==> src/rtl/core/slcs_pkg.sv <==
// Shared types and constants for the shell line context scanner.
// Holds the input and result beat structs and the character codes.
// No dependencies.
`timescale 1ns / 1ps

package slcs_pkg;

  localparam int unsigned MAX_DEPTH_DEF  = 15;
  localparam int unsigned LINE_LIMIT_DEF = 1023;

  localparam int unsigned OUT_POS_W = 10;
  localparam logic [OUT_POS_W-1:0] WORD_SAT = 10'd1023;

  localparam logic [7:0] CH_DOLLAR    = 8'h24;
  localparam logic [7:0] CH_LPAREN    = 8'h28;
  localparam logic [7:0] CH_RPAREN    = 8'h29;
  localparam logic [7:0] CH_LBRACE    = 8'h7B;
  localparam logic [7:0] CH_RBRACE    = 8'h7D;
  localparam logic [7:0] CH_LBRACKET  = 8'h5B;
  localparam logic [7:0] CH_RBRACKET  = 8'h5D;
  localparam logic [7:0] CH_QUOTE     = 8'h22;
  localparam logic [7:0] CH_BACKSLASH = 8'h5C;
  localparam logic [7:0] CH_SPACE     = 8'h20;
  localparam logic [7:0] CH_TAB       = 8'h09;
  localparam logic [7:0] CH_CR        = 8'h0D;

  typedef struct packed {
    logic [7:0] char_code;
    logic       no_char;
    logic       cursor_here;
  } in_beat_t;

  typedef struct packed {
    logic [OUT_POS_W-1:0] word_start_pos;
    logic [OUT_POS_W-1:0] words_before;
    logic                 in_special;
    logic                 first_valid;
    logic [OUT_POS_W-1:0] first_start_pos;
    logic [OUT_POS_W-1:0] first_end_pos;
    logic                 depth_overflow;
  } out_beat_t;

  function automatic logic is_blank(input logic [7:0] c);
    return (c == CH_SPACE) || ((c >= CH_TAB) && (c <= CH_CR));
  endfunction

endpackage

==> src/rtl/core/shell_line_context_scanner.sv <==
// Shell line context scanner: one character beat per cycle, result on the cursor beat.
// The result beat is registered and is valid in the cycle after the cursor beat is accepted.
// Throughput: one input beat per cycle; only a result held by out_ready stalls input.
// Reset (rst, synchronous): clears scan state and the result valid flag.
// Depends on slcs_pkg and slcs_track.
`timescale 1ns / 1ps

module shell_line_context_scanner import slcs_pkg::*; #(
  parameter int unsigned MAX_DEPTH  = MAX_DEPTH_DEF,
  parameter int unsigned LINE_LIMIT = LINE_LIMIT_DEF
) (
  input  logic      clk,
  input  logic      rst,
  input  logic      in_valid,
  output logic      in_ready,
  input  in_beat_t  in_data,
  output logic      out_valid,
  input  logic      out_ready,
  output out_beat_t out_data
);

  logic      take;
  out_beat_t result;

  assign in_ready = !out_valid || out_ready;
  assign take     = in_valid && in_ready;

  slcs_track #(
    .MAX_DEPTH  (MAX_DEPTH),
    .LINE_LIMIT (LINE_LIMIT)
  ) u_track (
    .clk    (clk),
    .rst    (rst),
    .take   (take),
    .beat   (in_data),
    .result (result)
  );

  always_ff @(posedge clk) begin
    if (rst) begin
      out_valid <= 1'b0;
    end else if (take && in_data.cursor_here) begin
      out_valid <= 1'b1;
    end else if (out_ready) begin
      out_valid <= 1'b0;
    end
  end

  always_ff @(posedge clk) begin
    if (take && in_data.cursor_here) begin
      out_data <= result;
    end
  end

endmodule

==> src/rtl/core/slcs_track.sv <==
// Scan state of the shell line context scanner: nesting, words, positions.
// Updates once per accepted beat and forms the result of a cursor beat.
// Depends on slcs_pkg.
`timescale 1ns / 1ps

module slcs_track import slcs_pkg::*; #(
  parameter int unsigned MAX_DEPTH  = MAX_DEPTH_DEF,
  parameter int unsigned LINE_LIMIT = LINE_LIMIT_DEF
) (
  input  logic      clk,
  input  logic      rst,
  input  logic      take,
  input  in_beat_t  beat,
  output out_beat_t result
);

  localparam int unsigned DEPTH_W = $clog2(MAX_DEPTH + 1);
  localparam int unsigned POS_W   = $clog2(LINE_LIMIT + 1);
  localparam logic [DEPTH_W-1:0] DEPTH_MAX = DEPTH_W'(MAX_DEPTH);
  localparam logic [POS_W-1:0]   POS_MAX   = POS_W'(LINE_LIMIT);

  logic                 string_open, string_open_next;
  logic                 escape_pending, escape_pending_next;
  logic [DEPTH_W-1:0]   paren_depth, paren_depth_next;
  logic [DEPTH_W-1:0]   brace_depth, brace_depth_next;
  logic [DEPTH_W-1:0]   bracket_depth, bracket_depth_next;
  logic                 dollar_pending, dollar_pending_next;
  logic                 word_open, word_open_next;
  logic [POS_W-1:0]     current_word_start, current_word_start_next;
  logic [OUT_POS_W-1:0] word_total, word_total_next;
  logic [POS_W-1:0]     first_word_begin, first_word_begin_next;
  logic [POS_W-1:0]     first_word_finish, first_word_finish_next;
  logic                 first_word_seen, first_word_seen_next;
  logic [POS_W-1:0]     char_position, char_position_next;
  logic                 overflow_seen, overflow_seen_next;

  always_comb begin : step
    logic             so, ep, dp, wo, fs, ov, consumed, ctx;
    logic [DEPTH_W-1:0] pd, bd, kd;
    logic [POS_W-1:0] cws, fb, ff, pos;
    logic [OUT_POS_W-1:0] wt;
    logic [7:0]       c;

    so  = string_open;
    ep  = escape_pending;
    pd  = paren_depth;
    bd  = brace_depth;
    kd  = bracket_depth;
    dp  = dollar_pending;
    wo  = word_open;
    cws = current_word_start;
    wt  = word_total;
    fb  = first_word_begin;
    ff  = first_word_finish;
    fs  = first_word_seen;
    pos = char_position;
    ov  = overflow_seen;
    c   = beat.char_code;
    consumed = 1'b0;
    ctx = 1'b0;

    if (!beat.no_char) begin
      if (dp) begin
        dp = 1'b0;
        if (c == CH_LBRACE) begin
          consumed = 1'b1;
          if (bd >= DEPTH_MAX) ov = 1'b1;
          else bd = bd + 1'b1;
        end else if (c == CH_LPAREN && !so) begin
          consumed = 1'b1;
          if (pd >= DEPTH_MAX) ov = 1'b1;
          else pd = pd + 1'b1;
        end
      end

      if (!consumed) begin
        ctx = so || (pd != '0) || (bd != '0) || (kd != '0);
        if (!ctx) begin
          if (is_blank(c)) begin
            if (wo) begin
              if (!fs) begin
                fs = 1'b1;
                fb = cws;
                ff = pos;
              end
              if (wt < WORD_SAT) wt = wt + 1'b1;
              wo = 1'b0;
            end
          end else if (!wo) begin
            wo  = 1'b1;
            cws = pos;
          end
        end

        if (so) begin
          if (ep) ep = 1'b0;
          else if (c == CH_BACKSLASH) ep = 1'b1;
          else if (c == CH_DOLLAR) dp = 1'b1;
          else if (c == CH_QUOTE) so = 1'b0;
        end else if (bd != '0) begin
          if (c == CH_QUOTE) so = 1'b1;
          else if (c == CH_RBRACE) bd = bd - 1'b1;
          else if (c == CH_DOLLAR) dp = 1'b1;
          else if (c == CH_LPAREN) begin
            if (pd >= DEPTH_MAX) ov = 1'b1;
            else pd = pd + 1'b1;
          end else if (c == CH_RPAREN && pd != '0) pd = pd - 1'b1;
        end else if (pd != '0) begin
          if (c == CH_QUOTE) so = 1'b1;
          else if (c == CH_DOLLAR) dp = 1'b1;
          else if (c == CH_LPAREN) begin
            if (pd >= DEPTH_MAX) ov = 1'b1;
            else pd = pd + 1'b1;
          end else if (c == CH_RPAREN) pd = pd - 1'b1;
        end else begin
          if (c == CH_QUOTE) so = 1'b1;
          else if (c == CH_DOLLAR) dp = 1'b1;
          else if (c == CH_LBRACKET) begin
            if (kd >= DEPTH_MAX) ov = 1'b1;
            else kd = kd + 1'b1;
          end else if (c == CH_RBRACKET && kd != '0) kd = kd - 1'b1;
        end
      end

      if (pos < POS_MAX) pos = pos + 1'b1;
      else ov = 1'b1;
    end

    result.word_start_pos  = OUT_POS_W'(32'(wo ? cws : pos));
    result.words_before    = wt;
    result.in_special      = so || (pd != '0) || (bd != '0) || (kd != '0);
    result.first_valid     = fs;
    result.first_start_pos = fs ? OUT_POS_W'(32'(fb)) : '0;
    result.first_end_pos   = fs ? OUT_POS_W'(32'(ff)) : '0;
    result.depth_overflow  = ov;

    if (beat.cursor_here) begin
      so  = 1'b0;
      ep  = 1'b0;
      pd  = '0;
      bd  = '0;
      kd  = '0;
      dp  = 1'b0;
      wo  = 1'b0;
      cws = '0;
      wt  = '0;
      fb  = '0;
      ff  = '0;
      fs  = 1'b0;
      pos = '0;
      ov  = 1'b0;
    end

    string_open_next        = so;
    escape_pending_next     = ep;
    paren_depth_next        = pd;
    brace_depth_next        = bd;
    bracket_depth_next      = kd;
    dollar_pending_next     = dp;
    word_open_next          = wo;
    current_word_start_next = cws;
    word_total_next         = wt;
    first_word_begin_next   = fb;
    first_word_finish_next  = ff;
    first_word_seen_next    = fs;
    char_position_next      = pos;
    overflow_seen_next      = ov;
  end

  always_ff @(posedge clk) begin
    if (rst) begin
      string_open        <= 1'b0;
      escape_pending     <= 1'b0;
      paren_depth        <= '0;
      brace_depth        <= '0;
      bracket_depth      <= '0;
      dollar_pending     <= 1'b0;
      word_open          <= 1'b0;
      current_word_start <= '0;
      word_total         <= '0;
      first_word_begin   <= '0;
      first_word_finish  <= '0;
      first_word_seen    <= 1'b0;
      char_position      <= '0;
      overflow_seen      <= 1'b0;
    end else if (take) begin
      string_open        <= string_open_next;
      escape_pending     <= escape_pending_next;
      paren_depth        <= paren_depth_next;
      brace_depth        <= brace_depth_next;
      bracket_depth      <= bracket_depth_next;
      dollar_pending     <= dollar_pending_next;
      word_open          <= word_open_next;
      current_word_start <= current_word_start_next;
      word_total         <= word_total_next;
      first_word_begin   <= first_word_begin_next;
      first_word_finish  <= first_word_finish_next;
      first_word_seen    <= first_word_seen_next;
      char_position      <= char_position_next;
      overflow_seen      <= overflow_seen_next;
    end
  end

endmodule

==> config.mk <==
export PLATFORM = sky130hd
export DESIGN_NAME = shell_line_context_scanner
export DESIGN_NICKNAME = d
export VERILOG_FILES = /design/src/rtl/core/slcs_pkg.sv /design/src/rtl/core/shell_line_context_scanner.sv /design/src/rtl/core/slcs_track.sv
export SDC_FILE = /design/constraint.sdc
export NUM_CORES = 1
export LEC_CHECK = 0
export BUFFER_PORTS_ARGS = -buffer_cell sky130_fd_sc_hd__buf_4
export CAP_MARGIN = 25
export CORE_MARGIN = 2
export CORE_UTILIZATION = 45
export CTS_BUF_LIST = sky130_fd_sc_hd__clkbuf_16
export CTS_CLUSTER_SIZE = 10
export DETAILED_ROUTE_END_ITERATION = 6
export PLACE_DENSITY = 0.66
export SLEW_MARGIN = 20
export SYNTH_ARGS = -nofsm -noshare
export SYNTH_HDL_FRONTEND = slang
export SYNTH_HIERARCHICAL = 1
export SYNTH_SLANG_ARGS = --single-unit
==> constraint.sdc <==
create_clock -name clk -period 6.7 [get_ports clk]
set_input_delay 0.335 -clock clk [delete_from_list [all_inputs] [get_ports clk]]
set_output_delay 0.335 -clock clk [all_outputs]
set_load 0.05 [all_outputs]
**Yosys cells after proc, flatten, opt, wreduce, memory -nomap -nowiden**

Cells that the tools add are included.

- Add/subtract/negate cells: 9
- Multipliers: 0
- Divide/modulo/power cells: 0
- Order comparisons: 8
- Equal/unequal tests: 12
- Shifts and indexed selects: 0
- Muxes and demuxes: 139
- Bitwise logic cells: 0
- Reduce and logical (&&, ||, !) cells: 26

Operator list:

| operator | count |
|---|---|
| 10-bit two-way mux | 31 |
| 4-bit two-way mux | 43 |
| 1-bit two-way mux | 65 |
| 8-bit by 6-bit == test with 1-bit output (second input constant) | 5 |
| 8-bit by 7-bit == test with 1-bit output (second input constant) | 5 |
| 4-bit nonzero test | 6 |
| 10-bit by 1-bit adder with 10-bit output (second input constant) | 2 |
| 10-bit less-than comparator (second input constant) | 2 |
| 4-bit by 1-bit adder with 4-bit output (second input constant) | 4 |
| 4-bit greater-or-equal comparator (second input constant) | 4 |
| 4-bit by 1-bit subtractor with 4-bit output (second input constant) | 3 |
| 8-bit by 4-bit greater-or-equal comparator with 1-bit output (second input constant) | 1 |
| 8-bit by 4-bit less-or-equal comparator with 1-bit output (second input constant) | 1 |
| 1-bit logical OR | 8 |
| 1-bit logical AND | 6 |
| 2-bit inequality test (second input constant) | 2 |
| 4-bit AND reduction | 1 |
| 2-bit nonzero test | 2 |
| 1-bit zero test | 2 |
| 2-bit AND reduction | 1 |

- Flip-flop bits (word level): 112
- Bits in latches: 0
- Bits in writable memories: 0
- Memory bits (read-only): 0
- Bits of input ports: 14
- Memories kept: 0

**Longest topological paths before layout**

- Depth after elaboration: 21
- Mapped depth: 16
- Mapped depth without buffers: 14

**By module**

Netlist, hierarchy kept.

By module, submodules not included:

| module | instances | cells an instance | area each (um^2) |
|---|---|---|---|
| slcs_track | 1 | 691 | 5,099.9 |
| shell_line_context_scanner | 1 | 49 | 1,358.8 |

**Worst setup path before layout**

OpenSTA, ideal clock, no wires.

- Path kind: input -> register
- Start point: in in_data[4] (netlist name)
- End point: reg out_data[39] (netlist name) (data pin)
- Library setup time: 276 ps
- Data arrival time: 3,917 ps
- Setup slack: 2,507 ps
- Stages on the path: 16
- Cell sequence: buf_2 nand4b_1 or4b_2 clkbuf_1 mux2i_1 ha_1 nand3b_1 nor4_1 o22a_1 o21ai_2 or3_1 buf_2 mux2_4 buf_4 o22ai_1 a31oi_1

RTL lines:

| element | line | RTL |
|---|---|---|
| start, declared | shell_line_context_scanner.sv:16 | `input in_beat_t in_data,` |
| end signal, assigned | shell_line_context_scanner.sv:51 | `out_data <= result;` |
| end, declared | shell_line_context_scanner.sv:19 | `output out_beat_t out_data` |

**Worst setup path in the final report**

- Start point: reg u_track.dollar_pending
- End point: reg u_track.first_word_finish[5]

- Word-level cells in the longest chain between the ends: 10
- Elaborated cells between the ends (all ways): 15
- Those cells by class: mux (10); reduce/logical (5)

Ends and longest elaborated chain:

| element | line | RTL |
|---|---|---|
| start, declared | slcs_track.sv:27 | `logic dollar_pending, dollar_pending_next;` |
| start signal, assigned | slcs_track.sv:192 | `dollar_pending <= dollar_pending_next;` |
| 4-bit two-way mux | slcs_track.sv:63 | `if (dp) begin` |
| 4-bit two-way mux | slcs_track.sv:62 | `if (!beat.no_char) begin` |
| 4-bit nonzero test | slcs_track.sv:77 | `ctx = so \|\| (pd != '0) \|\| (bd != '0) \|\| (kd != '0);` |
| 1-bit logical OR (3 in a row) | slcs_track.sv:77 |  |
| 10-bit two-way mux | slcs_track.sv:78 | `if (!ctx) begin` |
| 10-bit two-way mux * | slcs_track.sv:76 | `if (!consumed) begin` |
| 10-bit two-way mux * | slcs_track.sv:62 |  |
| 10-bit two-way mux * | slcs_track.sv:137 | `if (beat.cursor_here) begin` |
| end signal, assigned | slcs_track.sv:197 | `first_word_finish <= first_word_finish_next;` |
| end, declared | slcs_track.sv:32 | `logic [POS_W-1:0] first_word_finish, first_word_finish_next;` |

Every way passes the cells marked *; elsewhere a longest branch is shown, timed or not. The select of a mux whose other input is x is not followed.
A chain may end at the register's enable or synchronous reset.

==> reports/results.md <==
| Step | Parameter | Reported |
|:---|:---|:---|
| layout | Proportion of layout cells with a drive suffix above 1 | 0.1397 |
| placement | Port bufs | 58 |
| clock network | Setup bufs post-CTS | 0 |
| drt | Topmost layer with routed signal wires | met4 |
| drt | Final wirelength | 17.43 mm |
| clock network | Clock edge transition at the registers on the reported setup and hold paths | 0.07 ns |
| global route | Antenna violations before repair | 0 |
| clock network | Number of hold buffers added after CTS | 0 |
| yosys | Most instantiated flip-flop cell in the synthesis netlist | dfxtp_1 |
| floorplanning | Core Rows | 43 |
| placement | Placed cell area | 6929 µm² |
| global route | Global-route wire length before repair | 27.61 mm |
| yosys | Distinct cell type count after synthesis | 86 |
| placement | Placer's final routability congestion estimate | 0.9486 |
| worst setup path | Crit Path Class | reg -> reg |
| drt | Avg Vias per Cell | 6.266 |
| pwr | IR drop worst, VDD | 0.1428 mV |
| worst setup path | Maximum net fanout on the critical path | 20 |
| worst setup path | Number of buffer and inverter instances along the worst setup path | 2 |
| timing | Setup total negative slack | 0 ns |
| worst setup path | Required time of the worst setup path | 6.99 ns |
| worst setup path | Cell-by-cell trace of the critical path | or3b_2 > nor4b_2 > mux2i_1 > ha_1 > nand2b_1 > nor3_1 > o21ai_2 > nor4_4 > buf_4 > nor4b_2 > buf_4 > a22o_1 |
| global route | Via count of the first global-routing pass | 5488 |
| clock network | # resized after CTS | 0 |
| yosys | Cell count after synthesis | 740 |
| timing | Fin crit period | 5.055 ns |
| worst setup path | Delay of the slowest cell on the worst path | 0.79 ns |
| floorplanning | Number of top-level pins | 59 |
| yosys | Area of the mapped netlist | 6459 µm² |
| yosys | Cell taking the most area after synthesis | dfxtp_1 |
| worst setup path | Arrival time reported for the critical path endpoint | 5.34 ns |
| run status | Status | complete, no violations |
| timing | Worst-case clock skew | 0.009524 ns |
| yosys | Number of synthesized register bits | 112 |
| timing | Worst slew margin relative to its limit | 0.3512 |
| placement | Total half-perimeter wirelength after legalization and detailed placement | 12.29 mm |
| drt | Met2 wire len | 8.085 mm |
| timing | Measured slew at the worst slew-check pin | 0.9718 ns |
| global route | Pin count of the biggest net entering global routing | 51 |
| floorplanning | Chip Width | 123.8 µm |
| timing | Final setup violation count | 0 |
| clock network | H-tree levels | 3 |
| timing | Max-slew violation count | 0 |
| drt | Count of TritonRoute iterations in the first routing pass | 6 |
| timing | Crit share post-route | 0.7545 |
| floorplanning | Total Die Area | 15330 µm² |
| drt | Total DRC errors in the routed layout | 0 |
| global route | Residual overflow from global routing | 0 |
| timing | Unrepaired setup endpoints after global routing | no |
| clock network | Clock Latency Late Sink | 0.35 ns |
| yosys | Synthesized area per cell | 8.728 µm² |
| floorplanning | Overall die height | 123.8 µm |
| drt | Total met3 wirelength after detailed routing | 1.243 mm |
| layout | Count of nets after finishing | 784 |
| global route | Total GRT Usage | 0.2296 |
| worst setup path | Critical path capture point type | register |
| yosys | Dominant combinational cell family by area after synthesis | simple AND/OR/NAND/NOR gates |
| drt | Routed metal-1 wire length | 7.792 mm |
| yosys | Part of the Yosys area used for sequential elements | 0.4138 |
| drt | Violation count after the first detailed-routing iteration | 581 |
| worst setup path | Cell family contributing the most delay on the critical path | simple AND/OR/NAND/NOR gates |
| drt | Mean routed wirelength per cell | 18.42 µm |
| yosys | Compound-cell area share of the yosys netlist | 0.2170 |
| yosys | Number of warnings reported in the yosys synthesis log | 6 |
| yosys | Post-synth net total | 763 |
| layout | Layout filler cell count | 1318 |
| clock network | Number of buffers created by CTS | 9 |
| yosys | Number of flops mapped to enable cells by yosys | 43 |
| worst setup path | Worst Setup Start Kind | register |
| floorplanning | Core Area | 13930 µm² |
| yosys | Xor and xnor area share after synthesis | 0.01356 |
| yosys | Synth async-reset ratio | 0 |
| timing | Achievable Freq | 0.1978 GHz |
| timing | Number of hold violations in the final report | 0 |
| pwr | Ratio of total power to cell area | 193.6 nW/µm² |
| worst setup path | Cell with the biggest individual delay on the critical path | nor4_4 |
| clock network | TritonCTS clock tree | built |
| clock network | CTS sink cnt | 112 |
| run | Count of maximum capacitance violations | 0 |
| yosys | Portion of synthesized cell area occupied by the leading cell type | 0.2139 |
| clock network | Maximum root-to-sink buffer count | 2 |
| drt | Vias | 5928 |
| floorplanning | Effective utilization at floorplan | 0.4635 |
| drt | Antenna violation net count after detailed routing | 0 |
| clock network | CTS root buffer | clkbuf_16 |
| yosys | Synth Area in Simple Gates | 0.2528 |
| pwr | Leakage power figure | 2.574 nW |
| yosys | Adder-Cell Fraction of Synth Area | 0.01744 |
| layout | Synth-to-Final Area Change | 11.76% |
| yosys | Top cells by area in the synthesized netlist | dfxtp_1 (21%), edfxtp_1 (20%), nand2_1 (4.8%) |
| layout | Antenna diode instance count | 0 |
| layout | Design Area, Final | 7218 µm² |
| yosys | Fraction of synthesized area in multiplexers | 0.03274 |
| hold path | Hold/Removal Path Class | in -> reg |
-- registers in the layout, indices dropped and copies added (netlist names) --
register and flops:
out_data 43, u_track/char_position 10, u_track/current_word_start 10, u_track/first_word_begin 10, u_track/first_word_finish 10, u_track/word_total 10, u_track/brace_depth 4, u_track/bracket_depth 4
u_track/paren_depth 4, out_valid 1, u_track/dollar_pending 1, u_track/escape_pending 1, u_track/first_word_seen 1, u_track/overflow_seen 1, u_track/string_open 1, u_track/word_open 1
-- worst paths after layout --
kind	startpoint	to	slack [ns]	cells past startpoint
worst max-delay path	u_track/dollar_pending$_SDFFE_PP0P_	u_track/first_word_finish[5]$_SDFFE_PP0P_	1.64	12
worst min-delay path	out_ready	out_valid$_SDFFE_PP0P_	0.29	3
worst max register to register	u_track/dollar_pending$_SDFFE_PP0P_	u_track/first_word_finish[5]$_SDFFE_PP0P_	1.64	12
worst min register to register	u_track/first_word_begin[4]$_SDFFE_PP0P_	u_track/first_word_begin[4]$_SDFFE_PP0P_	0.49	1
-- layer usage --
layer	global-route usage	up-vias
met5	0	-
met4	0.07599	0
met3	0.04304	27
met2	0.3705	280
met1	0.3098	2821
li1	-	2800
-- through the flow --
| step | power [mW] | hold WS [ns] | std cells | utilization | setup slack [ns] |
|---|---|---|---|---|---|
| floorplan | 0.8451 | 0.4041 | 740 | - | 2.507 |
| global placement | 0.8871 | 0.4609 | 930 | 0.4973 | 1.748 |
| detailed placement | 0.8884 | 0.4666 | 930 | 0.4973 | 1.591 |
| CTS | 1.411 | 0.2776 | 946 | 0.5180 | 1.701 |
| global route | 1.449 | 0.2966 | 946 | 0.5180 | 1.258 |
| finish | 1.397 | 0.2895 | 946 | 0.5180 | 1.645 |
-- cell usage after synthesis, types with 3 or more instances --
cell type	count
a22oi_1	24
clkbuf_1	40
o22ai_1	5
inv_1	26
nor4b_2	3
and2_1	5
xnor2_1	8
nand2b_1	14
edfxtp_1	43
o211ai_1	3
nand3_1	33
a31oi_1	6
a41oi_1	4
or3_1	10
o21ai_0	43
nor4_1	7
nor2_1	63
mux2_2	5
or4_1	4
o21bai_1	3
a211oi_1	5
o32ai_1	4
nand3b_1	8
buf_4	5
o21a_1	4
nor3_1	26
ha_1	9
a21oi_1	36
a22o_1	21
nand4b_1	7
a21boi_0	3
nand2_1	82
nand4_1	13
and3_1	4
mux2i_1	14
dfxtp_1	69
o31ai_1	4
buf_2	8
a21o_1	4
-- worst min-delay path, stage by stage --
cell and delay [ns]:
buf_4 0.08, nand2b_4 0.12, a21oi_1 0.05
-- logic make-up (layout without fill, tap and decap cells) --
logic type,after synthesis,after routing
AOI/OAI and AO/OA,203,203
and+or+nand+nor,305,305
DFF,112,112
xor gates and xnor gates,10,10
buffers and inverters,81,107
muxes,20,20
adders and majority gates,9,9
-- cell type report --
| cell class | count | area, µm² | share of cell area |
|---|---|---|---|
| Clock inverter | 7 | 63.81 | 0.008840 |
| Sequential cell | 112 | 2673 | 0.3703 |
| Inverter | 26 | 97.59 | 0.01352 |
| Multi-Input combinational cell | 547 | 3446 | 0.4774 |
| Tap cell | 180 | 225.2 | 0.03120 |
| Timing Repair Buffer | 65 | 488.0 | 0.06760 |
| Clock buffer | 9 | 225.2 | 0.03120 |
-- power by group --
group	leakage (nW)	internal, mW	switching [mW]	total [mW]
clock network	0.150	0.287	0.235	0.523
logic	1.46	0.0428	0.108	0.150
registers	0.969	0.718	0.00589	0.724
total	2.57	1.05	0.349	1.40
-- placed cells by master (no fill, tap or decap), types with 5 or more instances in the layout --
cell,count
nand2_1,82
dfxtp_1,69
buf_4,65
nor2_1,63
edfxtp_1,43
o21ai_0,43
a21oi_1,36
nand3_1,33
inv_1,28
nor3_1,26
a22oi_1,24
a22o_1,21
mux2i_1,14
nand2b_1,14
nand4_1,13
or3_1,10
clkbuf_16,9
ha_1,9
xnor2_1,8
nand3b_1,8
nand4b_1,7
nor4_1,7
a31oi_1,6
mux2_2,5
o22ai_1,5
and2_1,5
a211oi_1,5
Power figures use the tool's default switching activity.
